[config.mk]
export PLATFORM = sky130hd
export DESIGN_NAME = cmms_queue
export DESIGN_NICKNAME = d
export VERILOG_FILES = /design/src/cmms_pkg.sv /design/src/cmms_queue.sv
export SDC_FILE = /design/constraint.sdc
export NUM_CORES = 1
export LEC_CHECK = 0
export ABC_AREA = 0
export BUFFER_PORTS_ARGS = -buffer_cell sky130_fd_sc_hd__buf_4
export CORE_AREA = 2 2 88 107
export CTS_CLUSTER_DIAMETER = 150
export CTS_CLUSTER_SIZE = 16
export DETAILED_ROUTE_END_ITERATION = 7
export DIE_AREA = 0 0 90 109
export HOLD_SLACK_MARGIN = 0.1
export MAX_ROUTING_LAYER = met4
export PLACE_DENSITY = 0.79
export SYNTH_ARGS = -nofsm -noshare
export SYNTH_HDL_FRONTEND = slang
export SYNTH_SLANG_ARGS = --single-unit
[constraint.sdc]
create_clock -name aclk -period 2.4 [get_ports aclk]
set_clock_uncertainty 0.1 [all_clocks]
set_input_delay 0.48 -clock aclk [delete_from_list [all_inputs] [get_ports aclk]]
set_output_delay 0.48 -clock aclk [all_outputs]
set_load 0.005 [all_outputs]
[src/cmms_pkg.sv]
// ----------------------------------------------------------------------------
// cmms_pkg
// types and constants shared by the statistics core
// ----------------------------------------------------------------------------
`timescale 1ns / 1ps
`default_nettype none

package cmms_pkg;

    localparam int SAMPLE_W    = 24;
    localparam int SUM_W       = 56;
    localparam int QUEUE_DEPTH = 4;
    localparam int QPTR_W      = 2;
    localparam int MAX_REPORT  = 16;

    localparam logic [SAMPLE_W-1:0] MEAN_MAX = '1;

    // command codes of an input item
    localparam logic [1:0] CMD_SAMPLE = 2'd0;
    localparam logic [1:0] CMD_FULL   = 2'd1;
    localparam logic [1:0] CMD_MEAN   = 2'd2;

    // operation codes in the queue
    localparam logic [1:0] OP_SAMPLE = 2'd0;
    localparam logic [1:0] OP_FULL   = 2'd1;
    localparam logic [1:0] OP_MEAN   = 2'd2;

    typedef struct packed {
        logic [1:0]          cmd;
        logic [3:0]          channel;
        logic [SAMPLE_W-1:0] sample;
    } in_item_t;

    typedef struct packed {
        logic [3:0]          report_channel;
        logic [SAMPLE_W-1:0] max_value;
        logic [SAMPLE_W-1:0] min_value;
        logic [SAMPLE_W-1:0] mean_value;
        logic                last;
    } out_item_t;

    typedef struct packed {
        logic [1:0]          op;
        logic [3:0]          channel;
        logic [SAMPLE_W-1:0] sample;
    } op_entry_t;

endpackage

`default_nettype wire

[src/cmms_queue.sv]
// ----------------------------------------------------------------------------
// cmms_queue
// short first-in first-out queue between front and back
// ----------------------------------------------------------------------------
`timescale 1ns / 1ps
`default_nettype none

module cmms_queue (
    input  wire                 aclk,
    input  wire                 aresetn,
    input  wire                 push,
    input  cmms_pkg::op_entry_t push_entry,
    output logic                full,
    output logic                pop_valid,
    input  wire                 pop_ready,
    output cmms_pkg::op_entry_t pop_entry
);
    import cmms_pkg::*;

    op_entry_t         entry_reg [QUEUE_DEPTH];
    logic [QPTR_W-1:0] wr_ptr_reg, wr_ptr_next;
    logic [QPTR_W-1:0] rd_ptr_reg, rd_ptr_next;
    logic [QPTR_W:0]   fill_reg, fill_next;
    logic              do_pop;

    assign full      = (fill_reg == (QPTR_W+1)'(QUEUE_DEPTH));
    assign pop_valid = (fill_reg != '0);
    assign pop_entry = entry_reg[rd_ptr_reg];
    assign do_pop    = pop_valid && pop_ready;

    always_comb begin
        wr_ptr_next = push ? wr_ptr_reg + 1'b1 : wr_ptr_reg;
        rd_ptr_next = do_pop ? rd_ptr_reg + 1'b1 : rd_ptr_reg;
        fill_next   = fill_reg;
        if (push && !do_pop) begin
            fill_next = fill_reg + 1'b1;
        end else if (do_pop && !push) begin
            fill_next = fill_reg - 1'b1;
        end
    end

    always_ff @(posedge aclk) begin
        if (!aresetn) begin
            wr_ptr_reg <= '0;
            rd_ptr_reg <= '0;
            fill_reg   <= '0;
        end else begin
            wr_ptr_reg <= wr_ptr_next;
            rd_ptr_reg <= rd_ptr_next;
            fill_reg   <= fill_next;
        end
    end

    always_ff @(posedge aclk) begin
        if (push) begin
            entry_reg[wr_ptr_reg] <= push_entry;
        end
    end

endmodule

`default_nettype wire

; ---- Yosys cells after proc, flatten, opt, wreduce, memory -nomap -nowiden
; Memory sizes are Yosys's and may differ from the RTL's. A register that Yosys moved wholly into a read port is not among the register bits.
; Index checks and enable logic that the tools add are counted.
[totals]
out_inout_bits = 32
mem_count = 1
ramBits = 120
wordCells = 22
ff_bits = 7
inputBits = 34
[memory_table]
columns = memory, depth, width, rd, rd_clocked_by_memory_dff, wr, line_no
row1 = entry_reg, 4, 30, 1, 1, 1, cmms_queue.sv:20  ; op_entry_t entry_reg [QUEUE_DEPTH];
[classes]
n_reduce_logical = 7
addsub = 4
eq_ne = 1
muxes = 6
[ops]
columns = op, n
row1 = $mux W3, 2
row2 = $add A2 B1 Y2 const B, 2
row3 = $mux W2, 2
row4 = $add A3 B1 Y3 const B, 1
row5 = $eq A3 B3 Y1 const B, 1
row6 = $logic_and A1 B1 Y1, 3
row7 = $reduce_bool A3 Y1, 1
row8 = $sub A3 B1 Y3 const B, 1
row9 = $logic_not A1 Y1, 2
row10 = $mux W1, 2
row11 = $reduce_bool A2 Y1, 1

; ---- Longest topological paths before layout
[depth]
depth_word = 5
ltp_mapped = 7
depth_no_buf = 7

; ---- Least setup slack after synthesis
; Ideal clock, no wire load.
[synth_timing]
kind = register -> register
start = register fill_reg[1]
end = register fill_reg[2]
path_buffers = 0
setup_ps = 76
synth_period_minus_slack_ps = 2033
path_stages_with_launch = 8
required_time_ps = 2224
arrival_ps = 1857
path_slack_ps = 367
cell_sequence = dfxtp_1 o31ai_4 ha_1 inv_1 fa_1 xor2_1 or3_1 a21boi_0
[synth_between]
elab_chain_len = 5
word_cells_on_any_way = 10
cone_classes = add/sub: 2 / mux: 2 / reduce/logical: 6
[synth_rtl]
columns = element, line_no
row1 = from (decl), cmms_queue.sv:23  ; logic [QPTR_W:0] fill_reg, fill_next;
row2 = from (signal assigned), cmms_queue.sv:50  ; fill_reg <= fill_next;
row3 = branches (longest 5 deep; another with $sub A3 B1 Y3), -
; Several ways; the timed one is not identified. The select of a mux whose other input is x is not followed.
; A chain may end at the register's enable or synchronous reset.

==> impl_metrics.sql <==
INSERT INTO impl_metrics (metric_group, metric, value, unit) VALUES
('logic_synthesis', 'synthDistinctLibCells', '20', ''),
('detailed_routing', 'vias_after_detailed_routing', '2344', ''),
('sta', 'fin_crit', '2340', 'ps'),
('cts', 'number_of_buffers_inserted_during_clock_tree_synthesis', '17', ''),
('detailed_routing', 'wire_per_inst', '19.4', 'um'),
('layout', 'layout_common_cells', 'edfxtp_1, buf_4, mux4_2, dlygate4sd3_1, clkbuf_16', ''),
('layout', 'fillers', '536', ''),
('global_route', 'largest_net_degree_at_the_start_of_global_routing', '17', ''),
('setup_path', 'crit-reg2reg-launch', 'fill_reg[1]$_SDFFE_PN0P_', ''),
('place', 'numPlacedInstances', '386', ''),
('global_route', 'number_of_antenna_violations_at_the_first_check_in_global_routing', '0', ''),
('sta', 'relSlewSlack', '0.694', ''),
('logic_synthesis', 'synth_fp_nets', '239', ''),
('hold_path', 'worst_hold_endpoint', 'rd_ptr_reg[0]$_SDFFE_PN0P_', ''),
('layout', 'largest_register_ffs', '120', ''),
('logic_synthesis', 'synthMuxAreaShare', '0.145', ''),
('flow_run', 'drv.max_cap_violation_count', '0', ''),
('place', 'globalplace.congestion', '0.720', ''),
('cts', 'cts.sink_count', '129', ''),
('setup_path', 'startpoint_class', 'register', ''),
('setup_path', 'worst_r2r_endpoint', 'fill_reg[2]$_SDFFE_PN0P_', ''),
('detailed_routing', 'drt-pass1-iter-count', '4', ''),
('place', 'portBuffers', '65', ''),
('global_route', 'global_route_wire_length_before_repair', '13400', 'um'),
('logic_synthesis', 'yosysSeqAreaShare', '0.787', ''),
('sta', 'timing.fmax', '427', 'MHz'),
('cts', 'tritoncts_clock_tree', 'done', ''),
('layout', 'insertedDiodeCount', '0', ''),
('power', 'static-leakage-power', '2.23', 'nW'),
('logic_synthesis', 'area_fraction_in_compound_gates_after_synthesis', '0.0104', ''),
('cts', 'cts_root_buffer', 'clkbuf_8', ''),
('sta', 'final_hold_violating_endpoints', '0', ''),
('power', 'vdd_ir_drop_max', '0.000632', 'V'),
('layout', 'num-nets-final', '357', ''),
('floorplanning', 'core.rowCount', '38', ''),
('cts', 'cts.htree.levels', '4', ''),
('setup_path', 'r2r.worst_path.cells', '7', ''),
('sta', 'timing_max_transition_violations_final', '0', ''),
('cts', 'postCtsSetupBuffers', '0', ''),
('power', 'total_power_after_layout', '0.00630', 'W'),
('sta', 'worst-slew-pin-transition', '459', 'ps'),
('setup_path', 'data_required_critical_path', '1820', 'ps'),
('logic_synthesis', 'simple_gate_portion_of_the_synthesized_area', '0.0187', ''),
('floorplanning', 'dieHeight', '109', 'um'),
('sta', 'fin_crit_sh', '0.976', ''),
('global_route', 'grt_pass1_vias', '2465', ''),
('setup_path', 'worst-path-max-fanout', '7', ''),
('floorplanning', 'floorplan.initialDensity', '0.543', ''),
('sta', 'report.final.setup_viol', '0', ''),
('layout', 'final_cell_count_no_fill', '449', ''),
('hold_path', 'whs_path_depth', '2', ''),
('logic_synthesis', 'dominant_combinational_cell_family_by_area_after_synthesis', 'multiplexers', ''),
('cts', 'cts_buffer_depth', '2', ''),
('floorplanning', 'fp.dieW', '90', 'um'),
('detailed_routing', 'postRouteAntennaNets', '0', ''),
('floorplanning', 'top_level_ports', '66', ''),
('floorplanning', 'fp.dieArea', '9810', 'sq um'),
('logic_synthesis', 'instance_count_of_the_mapped_netlist', '199', ''),
('run_status', 'status', 'completed', ''),
('setup_path', 'reg2reg_slack', '220', 'ps'),
('detailed_routing', 'route.detailed.drc', '0', ''),
('floorplanning', 'core_area', '8840', 'sq um'),
('global_route', 'global_router_s_overall_resource_usage', '0.196', ''),
('logic_synthesis', 'post_synth_xor_area_fraction', '0.00911', ''),
('logic_synthesis', 'ys_seq_elements', '129', ''),
('hold_path', 'hold_start', 'aresetn', ''),
('setup_path', 'crit_type', 'reg -> out', ''),
('sta', 'grt_setup_unrepaired', 'yes', ''),
('logic_synthesis', 'synthesis.area_per_instance', '24.2', 'sq um'),
('hold_path', 'min_path_type', 'in -> reg', ''),
('detailed_routing', 'vias_per_cell', '5.22', '');
layer usage:
layer  global-route usage  vias to the layer above  share of wire
met1                0.228                     1194           0.40
met3               0.0684                        5          0.044
met4               0.0615                        0         0.0055
met5                    -                        -              0
li1                     -                     1065              -
met2                0.327                       80           0.55
synthesized netlist by cell type, drive strengths merged:
cell type    n  area, sq um
edfxtp     120         3600
mux4        30          676
and2         9         56.3
dfxtp        9          180
buf          6         48.8
ha           5         62.6
inv          3         11.3
xnor2        3         26.3
mux2i        2         20.0
nor2b        2         12.5
or3          2         13.8
xor2         2         17.5
a21boi       1         7.51
fa           1         20.0
nor3b        1         7.51
o21ai        1         5.00
o311ai       1         16.3
o31ai        1         21.3
kinds of logic after synthesis:
logic type | after synthesis
flip-flops | 129
multiplexers | 32
AND/OR/NAND/NOR | 14
buffers and inverters | 9
adder cells (fa/ha/maj) | 6
XOR/XNOR | 5
AO/OA/AOI/OAI | 4
area by class of cell:
cell class,count,area (sq um),area share
clock inverter,8,41.3,0.00645
timing repair buffer,105,1010,0.157
multi-input combinational,61,967,0.151
clock buffer,23,437,0.0682
inverter,3,11.3,0.00176
sequential,129,3790,0.592
tap,120,150,0.0235
timing repair:
action / 4_1_cts / 5_1_grt
pin swaps: 0 / 0
hold endpoints to repair: 120 / 0
resized for setup: 3 / 13
cloned: 0 / 2
hold buffers: 30 / 0
endpoints found under the setup margin: 30 / 30
worst max path at each step:
stage	cells after the start	endpoint	start
6_report	3	pop_entry[8]	register
5_1_grt	3	pop_entry[27]	register
4_1_cts	3	pop_entry[22]	register
3_5_place_dp	7	fill_reg[2]$_SDFFE_PN0P_	fill_reg[1]$_SDFFE_PN0P_
3_3_place_gp	8	fill_reg[2]$_SDFFE_PN0P_	pop_ready
2_1_floorplan	7	fill_reg[2]$_SDFFE_PN0P_	fill_reg[1]$_SDFFE_PN0P_
worst max-delay path: stages, from the launching register on:
cell and delay, ps:
dfxtp_4 420, clkbuf_16 190, mux4_2 500, buf_4 150
power breakdown:
group,total [W],internal (W),switching (W)
sequential,0.00272,0.00261,0.000105
clock,0.00206,0.00124,0.000822
combinational,0.00151,0.000954,0.000559
total,0.00630,0.00481,0.00149
stage by stage:
stage	worst slack, ps	utilization	instance area, sq um	TNS, ps	hold WS, ps
6_report	57.9	0.724	6400	0	137
5_1_grt	-4.81	0.724	6400	-8.44	125
4_1_cts	-9.68	0.713	6300	-19.9	101
3_5_place_dp	221	0.623	5510	0	454
3_3_place_gp	302	0.623	5510	0	450
2_1_floorplan	367	-	4810	0	428
Note: power is estimated with default switching activity, not from simulation.
