### src/cmms_pkg.sv
// ----------------------------------------------------------------------------
// cmms_pkg
// types and constants shared by the statistics core
// ----------------------------------------------------------------------------
`timescale 1ns / 1ps
`default_nettype none

package cmms_pkg;

    localparam int SAMPLE_W    = 24;
    localparam int SUM_W       = 56;
    localparam int QUEUE_DEPTH = 4;
    localparam int QPTR_W      = 2;
    localparam int MAX_REPORT  = 16;

    localparam logic [SAMPLE_W-1:0] MEAN_MAX = '1;

    // command codes of an input item
    localparam logic [1:0] CMD_SAMPLE = 2'd0;
    localparam logic [1:0] CMD_FULL   = 2'd1;
    localparam logic [1:0] CMD_MEAN   = 2'd2;

    // operation codes in the queue
    localparam logic [1:0] OP_SAMPLE = 2'd0;
    localparam logic [1:0] OP_FULL   = 2'd1;
    localparam logic [1:0] OP_MEAN   = 2'd2;

    typedef struct packed {
        logic [1:0]          cmd;
        logic [3:0]          channel;
        logic [SAMPLE_W-1:0] sample;
    } in_item_t;

    typedef struct packed {
        logic [3:0]          report_channel;
        logic [SAMPLE_W-1:0] max_value;
        logic [SAMPLE_W-1:0] min_value;
        logic [SAMPLE_W-1:0] mean_value;
        logic                last;
    } out_item_t;

    typedef struct packed {
        logic [1:0]          op;
        logic [3:0]          channel;
        logic [SAMPLE_W-1:0] sample;
    } op_entry_t;

endpackage

`default_nettype wire

### src/cmms_back.sv
// ----------------------------------------------------------------------------
// cmms_back
// statistics store, sample update and report walk with serial divider
// ----------------------------------------------------------------------------
`timescale 1ns / 1ps
`default_nettype none

module cmms_back #(
    parameter int CHANNELS   = 16,
    parameter int COUNT_BITS = 32
) (
    input  wire                 aclk,
    input  wire                 aresetn,
    input  wire                 q_valid,
    output logic                q_ready,
    input  cmms_pkg::op_entry_t q_entry,
    output logic                m_valid,
    input  wire                 m_ready,
    output cmms_pkg::out_item_t m_item
);
    import cmms_pkg::*;

    localparam int REPORTED = (CHANNELS > MAX_REPORT) ? MAX_REPORT : CHANNELS;
    localparam int CH_W     = (CHANNELS > 1) ? $clog2(CHANNELS) : 1;
    localparam int WK_W     = (REPORTED > 1) ? $clog2(REPORTED) : 1;
    localparam int DW       = (COUNT_BITS > 32) ? COUNT_BITS : 32;

    localparam logic [WK_W-1:0] WALK_LAST = WK_W'(REPORTED - 1);
    localparam logic [4:0]      STEP_LAST = 5'(SAMPLE_W - 1);

    localparam logic [2:0] ST_IDLE  = 3'd0;
    localparam logic [2:0] ST_LOAD  = 3'd1;
    localparam logic [2:0] ST_DIV   = 3'd2;
    localparam logic [2:0] ST_EMIT  = 3'd3;
    localparam logic [2:0] ST_CLEAR = 3'd4;

    logic [SAMPLE_W-1:0]   max_reg   [CHANNELS];
    logic [SAMPLE_W-1:0]   min_reg   [CHANNELS];
    logic [SUM_W-1:0]      sum_reg   [CHANNELS];
    logic [COUNT_BITS-1:0] count_reg [CHANNELS];

    logic [2:0]          state_reg, state_next;
    logic [WK_W-1:0]     walk_reg, walk_next;
    logic                full_reg, full_next;
    logic [4:0]          step_reg, step_next;
    logic [DW-1:0]       cnt_reg, cnt_next;
    logic [DW-1:0]       rem_reg, rem_next;
    logic [SAMPLE_W-1:0] low_reg, low_next;
    logic [SAMPLE_W-1:0] quo_reg, quo_next;
    logic [SAMPLE_W-1:0] hmax_reg, hmax_next;
    logic [SAMPLE_W-1:0] hmin_reg, hmin_next;
    logic                m_valid_reg, m_valid_next;
    out_item_t           out_reg, out_next;

    logic [CH_W-1:0]       s_idx;
    logic [CH_W-1:0]       w_idx;
    logic                  do_sample;
    logic [SAMPLE_W-1:0]   upd_max, upd_min;
    logic [SUM_W:0]        sum_add;
    logic [SUM_W-1:0]      upd_sum;
    logic [COUNT_BITS-1:0] upd_count;
    logic [DW:0]           rem_shift, rem_diff;
    logic                  rem_ge;
    logic                  emit_go;
    logic                  do_clear;

    assign s_idx = CH_W'(q_entry.channel);
    assign w_idx = CH_W'(walk_reg);

    // sample update of one channel
    always_comb begin
        upd_max   = (q_entry.sample > max_reg[s_idx]) ? q_entry.sample : max_reg[s_idx];
        upd_min   = ((q_entry.sample < min_reg[s_idx]) || (min_reg[s_idx] == '0))
                    ? q_entry.sample : min_reg[s_idx];
        sum_add   = {1'b0, sum_reg[s_idx]} + (SUM_W+1)'(q_entry.sample);
        upd_sum   = sum_add[SUM_W] ? {SUM_W{1'b1}} : sum_add[SUM_W-1:0];
        upd_count = (&count_reg[s_idx]) ? count_reg[s_idx] : count_reg[s_idx] + 1'b1;
    end

    // one restoring division step
    always_comb begin
        rem_shift = {rem_reg, low_reg[SAMPLE_W-1]};
        rem_diff  = rem_shift - {1'b0, cnt_reg};
        rem_ge    = (rem_shift >= {1'b0, cnt_reg});
    end

    assign q_ready   = (state_reg == ST_IDLE);
    assign do_sample = q_ready && q_valid && (q_entry.op == OP_SAMPLE);
    assign emit_go   = (state_reg == ST_EMIT) && (!m_valid_reg || m_ready);
    assign do_clear  = (state_reg == ST_CLEAR);

    always_comb begin
        state_next   = state_reg;
        walk_next    = walk_reg;
        full_next    = full_reg;
        step_next    = step_reg;
        cnt_next     = cnt_reg;
        rem_next     = rem_reg;
        low_next     = low_reg;
        quo_next     = quo_reg;
        hmax_next    = hmax_reg;
        hmin_next    = hmin_reg;
        out_next     = out_reg;
        m_valid_next = m_valid_reg && !m_ready;

        unique case (state_reg)
            ST_IDLE: begin
                if (q_valid && (q_entry.op != OP_SAMPLE) && (count_reg[0] != '0)) begin
                    full_next  = (q_entry.op == OP_FULL);
                    walk_next  = '0;
                    state_next = ST_LOAD;
                end
            end
            ST_LOAD: begin
                cnt_next  = DW'(count_reg[w_idx]);
                rem_next  = DW'(sum_reg[w_idx][SUM_W-1:SAMPLE_W]);
                low_next  = sum_reg[w_idx][SAMPLE_W-1:0];
                hmax_next = max_reg[w_idx];
                hmin_next = min_reg[w_idx];
                step_next = '0;
                if (count_reg[w_idx] == '0) begin
                    quo_next   = '0;
                    state_next = ST_EMIT;
                end else if (DW'(sum_reg[w_idx][SUM_W-1:SAMPLE_W]) >=
                             DW'(count_reg[w_idx])) begin
                    quo_next   = MEAN_MAX;
                    state_next = ST_EMIT;
                end else begin
                    quo_next   = '0;
                    state_next = ST_DIV;
                end
            end
            ST_DIV: begin
                rem_next  = rem_ge ? rem_diff[DW-1:0] : rem_shift[DW-1:0];
                quo_next  = {quo_reg[SAMPLE_W-2:0], rem_ge};
                low_next  = {low_reg[SAMPLE_W-2:0], 1'b0};
                step_next = step_reg + 1'b1;
                if (step_reg == STEP_LAST) begin
                    state_next = ST_EMIT;
                end
            end
            ST_EMIT: begin
                if (emit_go) begin
                    m_valid_next           = 1'b1;
                    out_next.report_channel = 4'(walk_reg);
                    out_next.max_value      = full_reg ? hmax_reg : '0;
                    out_next.min_value      = full_reg ? hmin_reg : '0;
                    out_next.mean_value     = quo_reg;
                    out_next.last           = (walk_reg == WALK_LAST);
                    if (walk_reg == WALK_LAST) begin
                        state_next = ST_CLEAR;
                    end else begin
                        walk_next  = walk_reg + 1'b1;
                        state_next = ST_LOAD;
                    end
                end
            end
            ST_CLEAR: begin
                state_next = ST_IDLE;
            end
            default: begin
                state_next = ST_IDLE;
            end
        endcase
    end

    always_ff @(posedge aclk) begin
        if (!aresetn) begin
            state_reg   <= ST_IDLE;
            walk_reg    <= '0;
            full_reg    <= 1'b0;
            step_reg    <= '0;
            m_valid_reg <= 1'b0;
        end else begin
            state_reg   <= state_next;
            walk_reg    <= walk_next;
            full_reg    <= full_next;
            step_reg    <= step_next;
            m_valid_reg <= m_valid_next;
        end
    end

    always_ff @(posedge aclk) begin
        cnt_reg  <= cnt_next;
        rem_reg  <= rem_next;
        low_reg  <= low_next;
        quo_reg  <= quo_next;
        hmax_reg <= hmax_next;
        hmin_reg <= hmin_next;
        out_reg  <= out_next;
    end

    // statistics store
    always_ff @(posedge aclk) begin
        if (!aresetn || do_clear) begin
            for (int i = 0; i < CHANNELS; i++) begin
                max_reg[i]   <= '0;
                min_reg[i]   <= '0;
                sum_reg[i]   <= '0;
                count_reg[i] <= '0;
            end
        end else if (do_sample) begin
            max_reg[s_idx]   <= upd_max;
            min_reg[s_idx]   <= upd_min;
            sum_reg[s_idx]   <= upd_sum;
            count_reg[s_idx] <= upd_count;
        end
    end

    assign m_valid = m_valid_reg;
    assign m_item  = out_reg;

endmodule

`default_nettype wire

### config.mk
export PLATFORM = sky130hd
export DESIGN_NAME = cmms_back
export DESIGN_NICKNAME = d
export VERILOG_FILES = /design/src/cmms_pkg.sv /design/src/cmms_back.sv
export SDC_FILE = /design/constraint.sdc
export NUM_CORES = 2
export LEC_CHECK = 0
export BUFFER_PORTS_ARGS = -buffer_cell sky130_fd_sc_hd__clkbuf_2
export CELL_PAD_IN_SITES_DETAIL_PLACEMENT = 0
export CELL_PAD_IN_SITES_GLOBAL_PLACEMENT = 1
export CORE_ASPECT_RATIO = 2
export CORE_MARGIN = 5
export CORE_UTILIZATION = 35
export DETAILED_ROUTE_END_ITERATION = 7
export PLACE_DENSITY_LB_ADDON = 0.1
export SLEW_MARGIN = 20
export SYNTH_ARGS = -nofsm -noshare
export SYNTH_HDL_FRONTEND = slang
export SYNTH_SLANG_ARGS = --single-unit
### constraint.sdc
create_clock -name aclk -period 17.95 [get_ports aclk]
set_clock_uncertainty 0.2 [all_clocks]
set_input_delay 1.795 -clock aclk [delete_from_list [all_inputs] [get_ports aclk]]
set_output_delay 1.795 -clock aclk [all_outputs]
set_load 0.05 [all_outputs]
---- After elaboration in Yosys (flattened, before gate mapping) ----
Memory sizes are Yosys's and may differ from the RTL's. A register that Yosys moved wholly into a read port is not among the register bits.
Cells that the tools add are included.
word-level totals
  flip-flop bits (word level) ............. 203
  RAM bits ................................ 2176
  bits of input ports ..................... 34
  output and inout port bits .............. 79
  logic and storage cells ................. 112
  memories ................................ 4
memory list
  name       depth  width  rd ports  clocked after Yosys merged registers in  wr ports  RTL line         source
  sum_reg    16     56     2         1                                        16        cmms_back.sv:39  logic [SUM_W-1:0] sum_reg [CHANNELS];
  count_reg  16     32     3         1                                        16        cmms_back.sv:40  logic [COUNT_BITS-1:0] count_reg [CHANNELS];
  max_reg    16     24     2         1                                        16        cmms_back.sv:37  logic [SAMPLE_W-1:0] max_reg [CHANNELS];
  min_reg    16     24     2         1                                        16        cmms_back.sv:38  logic [SAMPLE_W-1:0] min_reg [CHANNELS];
cells by class
  add/sub/neg operators ................... 5
  magnitude comparators ................... 4
  equality and inequality tests ........... 11
  muxes and demuxes ....................... 45
  reductions and logical operators ........ 29
operators with widths
  cell                                           count
  two-way mux 24 bit                             6
  two-way mux 56 bit                             2
  two-way mux 32 bit                             3
  one-hot mux 24 bit (2 select lines)            2
  one-hot mux 32 bit (2 select lines)            1
  adder 56 x 24 -> 57 bit                        1
  OR reduction 56 bit                            1
  OR reduction 24 bit                            2
  two-way mux 4 bit                              11
  >= comparator 33 x 32 -> 1 bit                 1
  adder 32 x 1 -> 32 bit, second input constant  1
  >= comparator 32 bit                           1
  logical NOT 32 bit                             1
  AND reduction 32 bit                           1
  nonzero test 32 bit                            1
  OR reduction 32 bit                            1
  subtractor 32 bit                              1
  > comparator 24 bit                            1
  logical NOT 24 bit                             1
  less-than comparator 24 bit                    1
  two-way mux 1 bit                              13
  two-way mux 3 bit                              4
  one-hot mux 3 bit (4 select lines)             1
  one-hot mux 5 bit (2 select lines)             1
  20 further kinds                               35

---- Depth between registers and ports, before layout ----
  word-level depth ........................ 8
  depth in mapped cells ................... 29
  gate-level depth less buffers ........... 14

---- Least setup slack after synthesis ----
OpenSTA, ideal clock, no wires.
  path type ............................... reg2reg
  start point ............................. register state_reg[0]
  end point ............................... register low_reg[0], enable pin
  setup time .............................. 0.433 ns
  arrival ................................. 8.693 ns
  data required time ...................... 17.317 ns
  path slack .............................. 8.625 ns
  stages on the path, launching flop included .. 5
  buffers on the path ..................... 0
  clock period less this slack ............ 9.325 ns
  cells stage by stage .................... dfxtp_1 > inv_1 > nor3_1 > nor2_1 > inv_1
between the ends
  longest elaborated chain between the ends .. 2
  elaborated cells on any way between the ends .. 3
  classes of those cells .................. eq/ne (2); reduce/logical (1)
RTL lines
  item                                                                     RTL line          source
  from (decl)                                                              cmms_back.sv:42   logic [2:0] state_reg, state_next;
  from (signal assigned)                                                   cmms_back.sv:175  state_reg <= state_next;
  == test 3 x 2 -> 1 bit / == test 3 x 1 -> 1 bit (equally long branches)  cmms_back.sv:106  unique case (state_reg)
  nonzero test 2 bit (no line) (*)                                         -
  to (signal assigned)                                                     cmms_back.sv:186  low_reg <= low_next;
  to (decl)                                                                cmms_back.sv:48   logic [SAMPLE_W-1:0] low_reg, low_next;
Mark *: on every way between the ends. The rest lies on a longest branch, timed or not.
A chain may end at the register's enable or synchronous reset.

==> run metrics <==
hpwl dp=273000 um; Clk Latency, worst-skew pair=1.00 ns; Max Slew Vio Count=0; Mean Syn Cell Area=between 15 and 20 um^2; Worst Hold End=m_item[24]; Fillers=approximately 33000; layout cell share with drive strength beyond 1=0.295; register bit total from synthesis=approximately 2400; status=complete, no violations; Worst-path clk slew=about 0.06 ns; remaining global-route overflow=0; Synth cell types=70; Clock Sinks=between 2000 and 2500; row cnt=310; Post-synth EDFFs=roughly 2400; Tmin final=approximately 9.0 ns; Setup Buffers After CTS=0; vias in the first global route=82200; ys flop type=edfxtp_1; CTS Hold Bufs=0; CTS tree=yes; NumNets Final=8103; Die Footprint=around 0.37 mm^2; worst reg2reg setup slack=about 10 ns; Reg2Reg Depth=16; setup violators final=0; Min-Delay Path Class=register to register; CP required=18.53 ns; Syn Inst Count=around 8100; Final ANT Viol Nets=0; final WL=about 500000 um; root buf cell=clkbuf_16; sequential share of the synthesized area=0.584; PostCTS Resize Cnt=0; Die X=approximately 430 um; drc violations=0; router iterations before antenna repair=5; CTS Buffer Depth=4; area delta synth->final=10.7%; H-Tree Depth=4; Ports=between 100 and 150; RSZ-0062 raised after global routing=false; PD cells=108 mW/mm^2; IO Port Bufs=112; crit-path max FO=57; WL/cell=approximately 38 um; commonest non-fill, non-tap cell in the layout=edfxtp_1; Largest register FFs=~900; Ys Warns=0; initial drt markers=between 7000 and 8000; worst min-delay path startpoint=quo_reg[23]; Routability Congestion=roughly 0.79; starting density of the core=0.351; Peak Freq=about 110 MHz; die height=854 um; Cell Area, Synth=~0.12 mm^2; Fin. Hold Viols=0; IR drop worst, VDD=around 0.000093 V; WHS Path Cells=0; maximum number of pins on one net before global-route repair=110; crit share post-route=0.504; crit start category=input port; setup TNS=0 ns; vias per inst=5.97; initial antenna violation count=13; CTS Buf Count=roughly 240; maxcap violations=0; Arr. time, crit path=9.62 ns; r2r endpoint=quo_reg[0]; Total Power=between 10 and 15 mW; Leakage=between 40 and 50 nW; FFs w/ async S/R, synth=0; worst-margin pin slew=between 1 and 1.5 ns; core area=approximately 0.36 mm^2; crit end category=register; Tot GR Track Use=0.262; Post-Route Utilization=0.388; first-pass GRT wire length=670000 um; DR vias=76400; Slew HR=0.199; Net Count, Synth=8248; CP Class=input port to register; most frequent cells in the layout=edfxtp_1 (2413), nor2_1 (2062), mux4_2 (1359)
==> cell usage after synthesis (24+ instances only) <==
cell type  number  area [um^2]
and3_1         28          175
inv_1         132          495
mux4_2       1359        30600
edfxtp_1     2413        72500
buf_2         191          956
mux2i_1        33          330
nor2_1       2062         7740
o21a_1         24          180
a21oi_1        95          475
nand4_1        33          206
nand2_1       189          709
xnor2_1        58          508
buf_1         133          499
ha_1          138         1730
nor4_1         26          163
o21ai_0        76          380
and2_1         63          394
a21o_1         70          526
buf_6          32          360
nand3_1        44          220
clkbuf_1      348         1310
nor2_2        251         1570
xor2_1         38          333
==> worst max-delay path by stage <==
| stage | startpoint | end | slack, ns | cells after the start |
|---|---|---|---|---|
| floorplan | state_reg[0] | low_reg[0] | 8.62 | 4 |
| global placement | q_entry[24] | sum_reg[4][36] | 7.88 | 19 |
| detailed placement | q_entry[24] | sum_reg[15][26] | 7.87 | 19 |
| CTS | q_entry[24] | sum_reg[8][9] | 8.85 | 19 |
| global route | q_entry[24] | sum_reg[4][37] | 8.40 | 19 |
| finish | q_entry[24] | sum_reg[15][26] | 8.91 | 19 |
==> report_power, final <==
| part | switching (mW) | internal (mW) | total [mW] | leakage, nW |
|---|---|---|---|---|
| registers | 0.212 | 6.69 | 6.91 | 24.9 |
| logic | 1.85 | 0.949 | 2.80 | 17.2 |
| clock network | 2.33 | 2.89 | 5.22 | 3.76 |
| total | 4.39 | 10.5 | 14.9 | 45.8 |
==> metrics by stage <==
step                      setup slack (ns)  instance area [um^2]  hold WS, ns  instances
after floorplan                       8.62                125000        0.200       8074
after global placement                7.88                130000        0.203      12400
after detailed placement              7.87                130000        0.206      12400
after CTS                             8.85                138000        0.222      12800
after global routing                  8.40                138000        0.256      12800
final                                 8.91                138000        0.225      12800
==> layer usage <==
layer,up-vias,GRT usage,routed length (um)
met2,2905,0.488,263000
met5,-,0,27
met1,42000,0.307,177000
li1,30800,-,-
met3,707,0.0274,24500
met4,4,0.104,22700
==> kinds of logic (layout without fill, tap and decap cells) <==
kind of cell,Yosys count,in the layout,share of synthesized area
buffers and inverters,864,903,0.0310
other,0,11,0
multiplexers,1417,1417,0.252
XOR/XNOR,96,96,0.00674
AND/OR/NAND/NOR,2779,2779,0.0941
flip-flops,2431,2431,0.584
AO/OA/AOI/OAI,347,347,0.0176
adder cells (fa/ha/maj),140,140,0.0142
==> worst max-delay path: stages <==
cell	delay [ns]
buf_8	0.31
buf_12	0.54
buf_4	0.80
mux4_2	0.60
mux4_2	0.54
ha_1	0.38
nand3_1	0.09
o21ba_2	0.22
a31oi_1	0.35
nand4_1	0.23
a211oi_1	0.40
o211ai_1	0.17
buf_4	0.23
or4_1	0.66
nor2_4	0.29
buf_4	0.44
buf_4	0.78
nor2_2	0.33
nor2_1	0.19
==> cell type report <==
type | instances | area [um^2] | area share
timing repair buffer | 344 | 2620 | 0.0190
clock buffer | 286 | 6260 | 0.0454
antenna | 11 | 27.5 | 0.000199
inverter | 132 | 498 | 0.00361
tap | 4680 | 5860 | 0.0424
multi-input combinational | 4779 | 48500 | 0.351
clock inverter | 141 | 1430 | 0.0104
sequential | 2431 | 72900 | 0.528
Note: power is estimated with default switching activity, not from simulation.
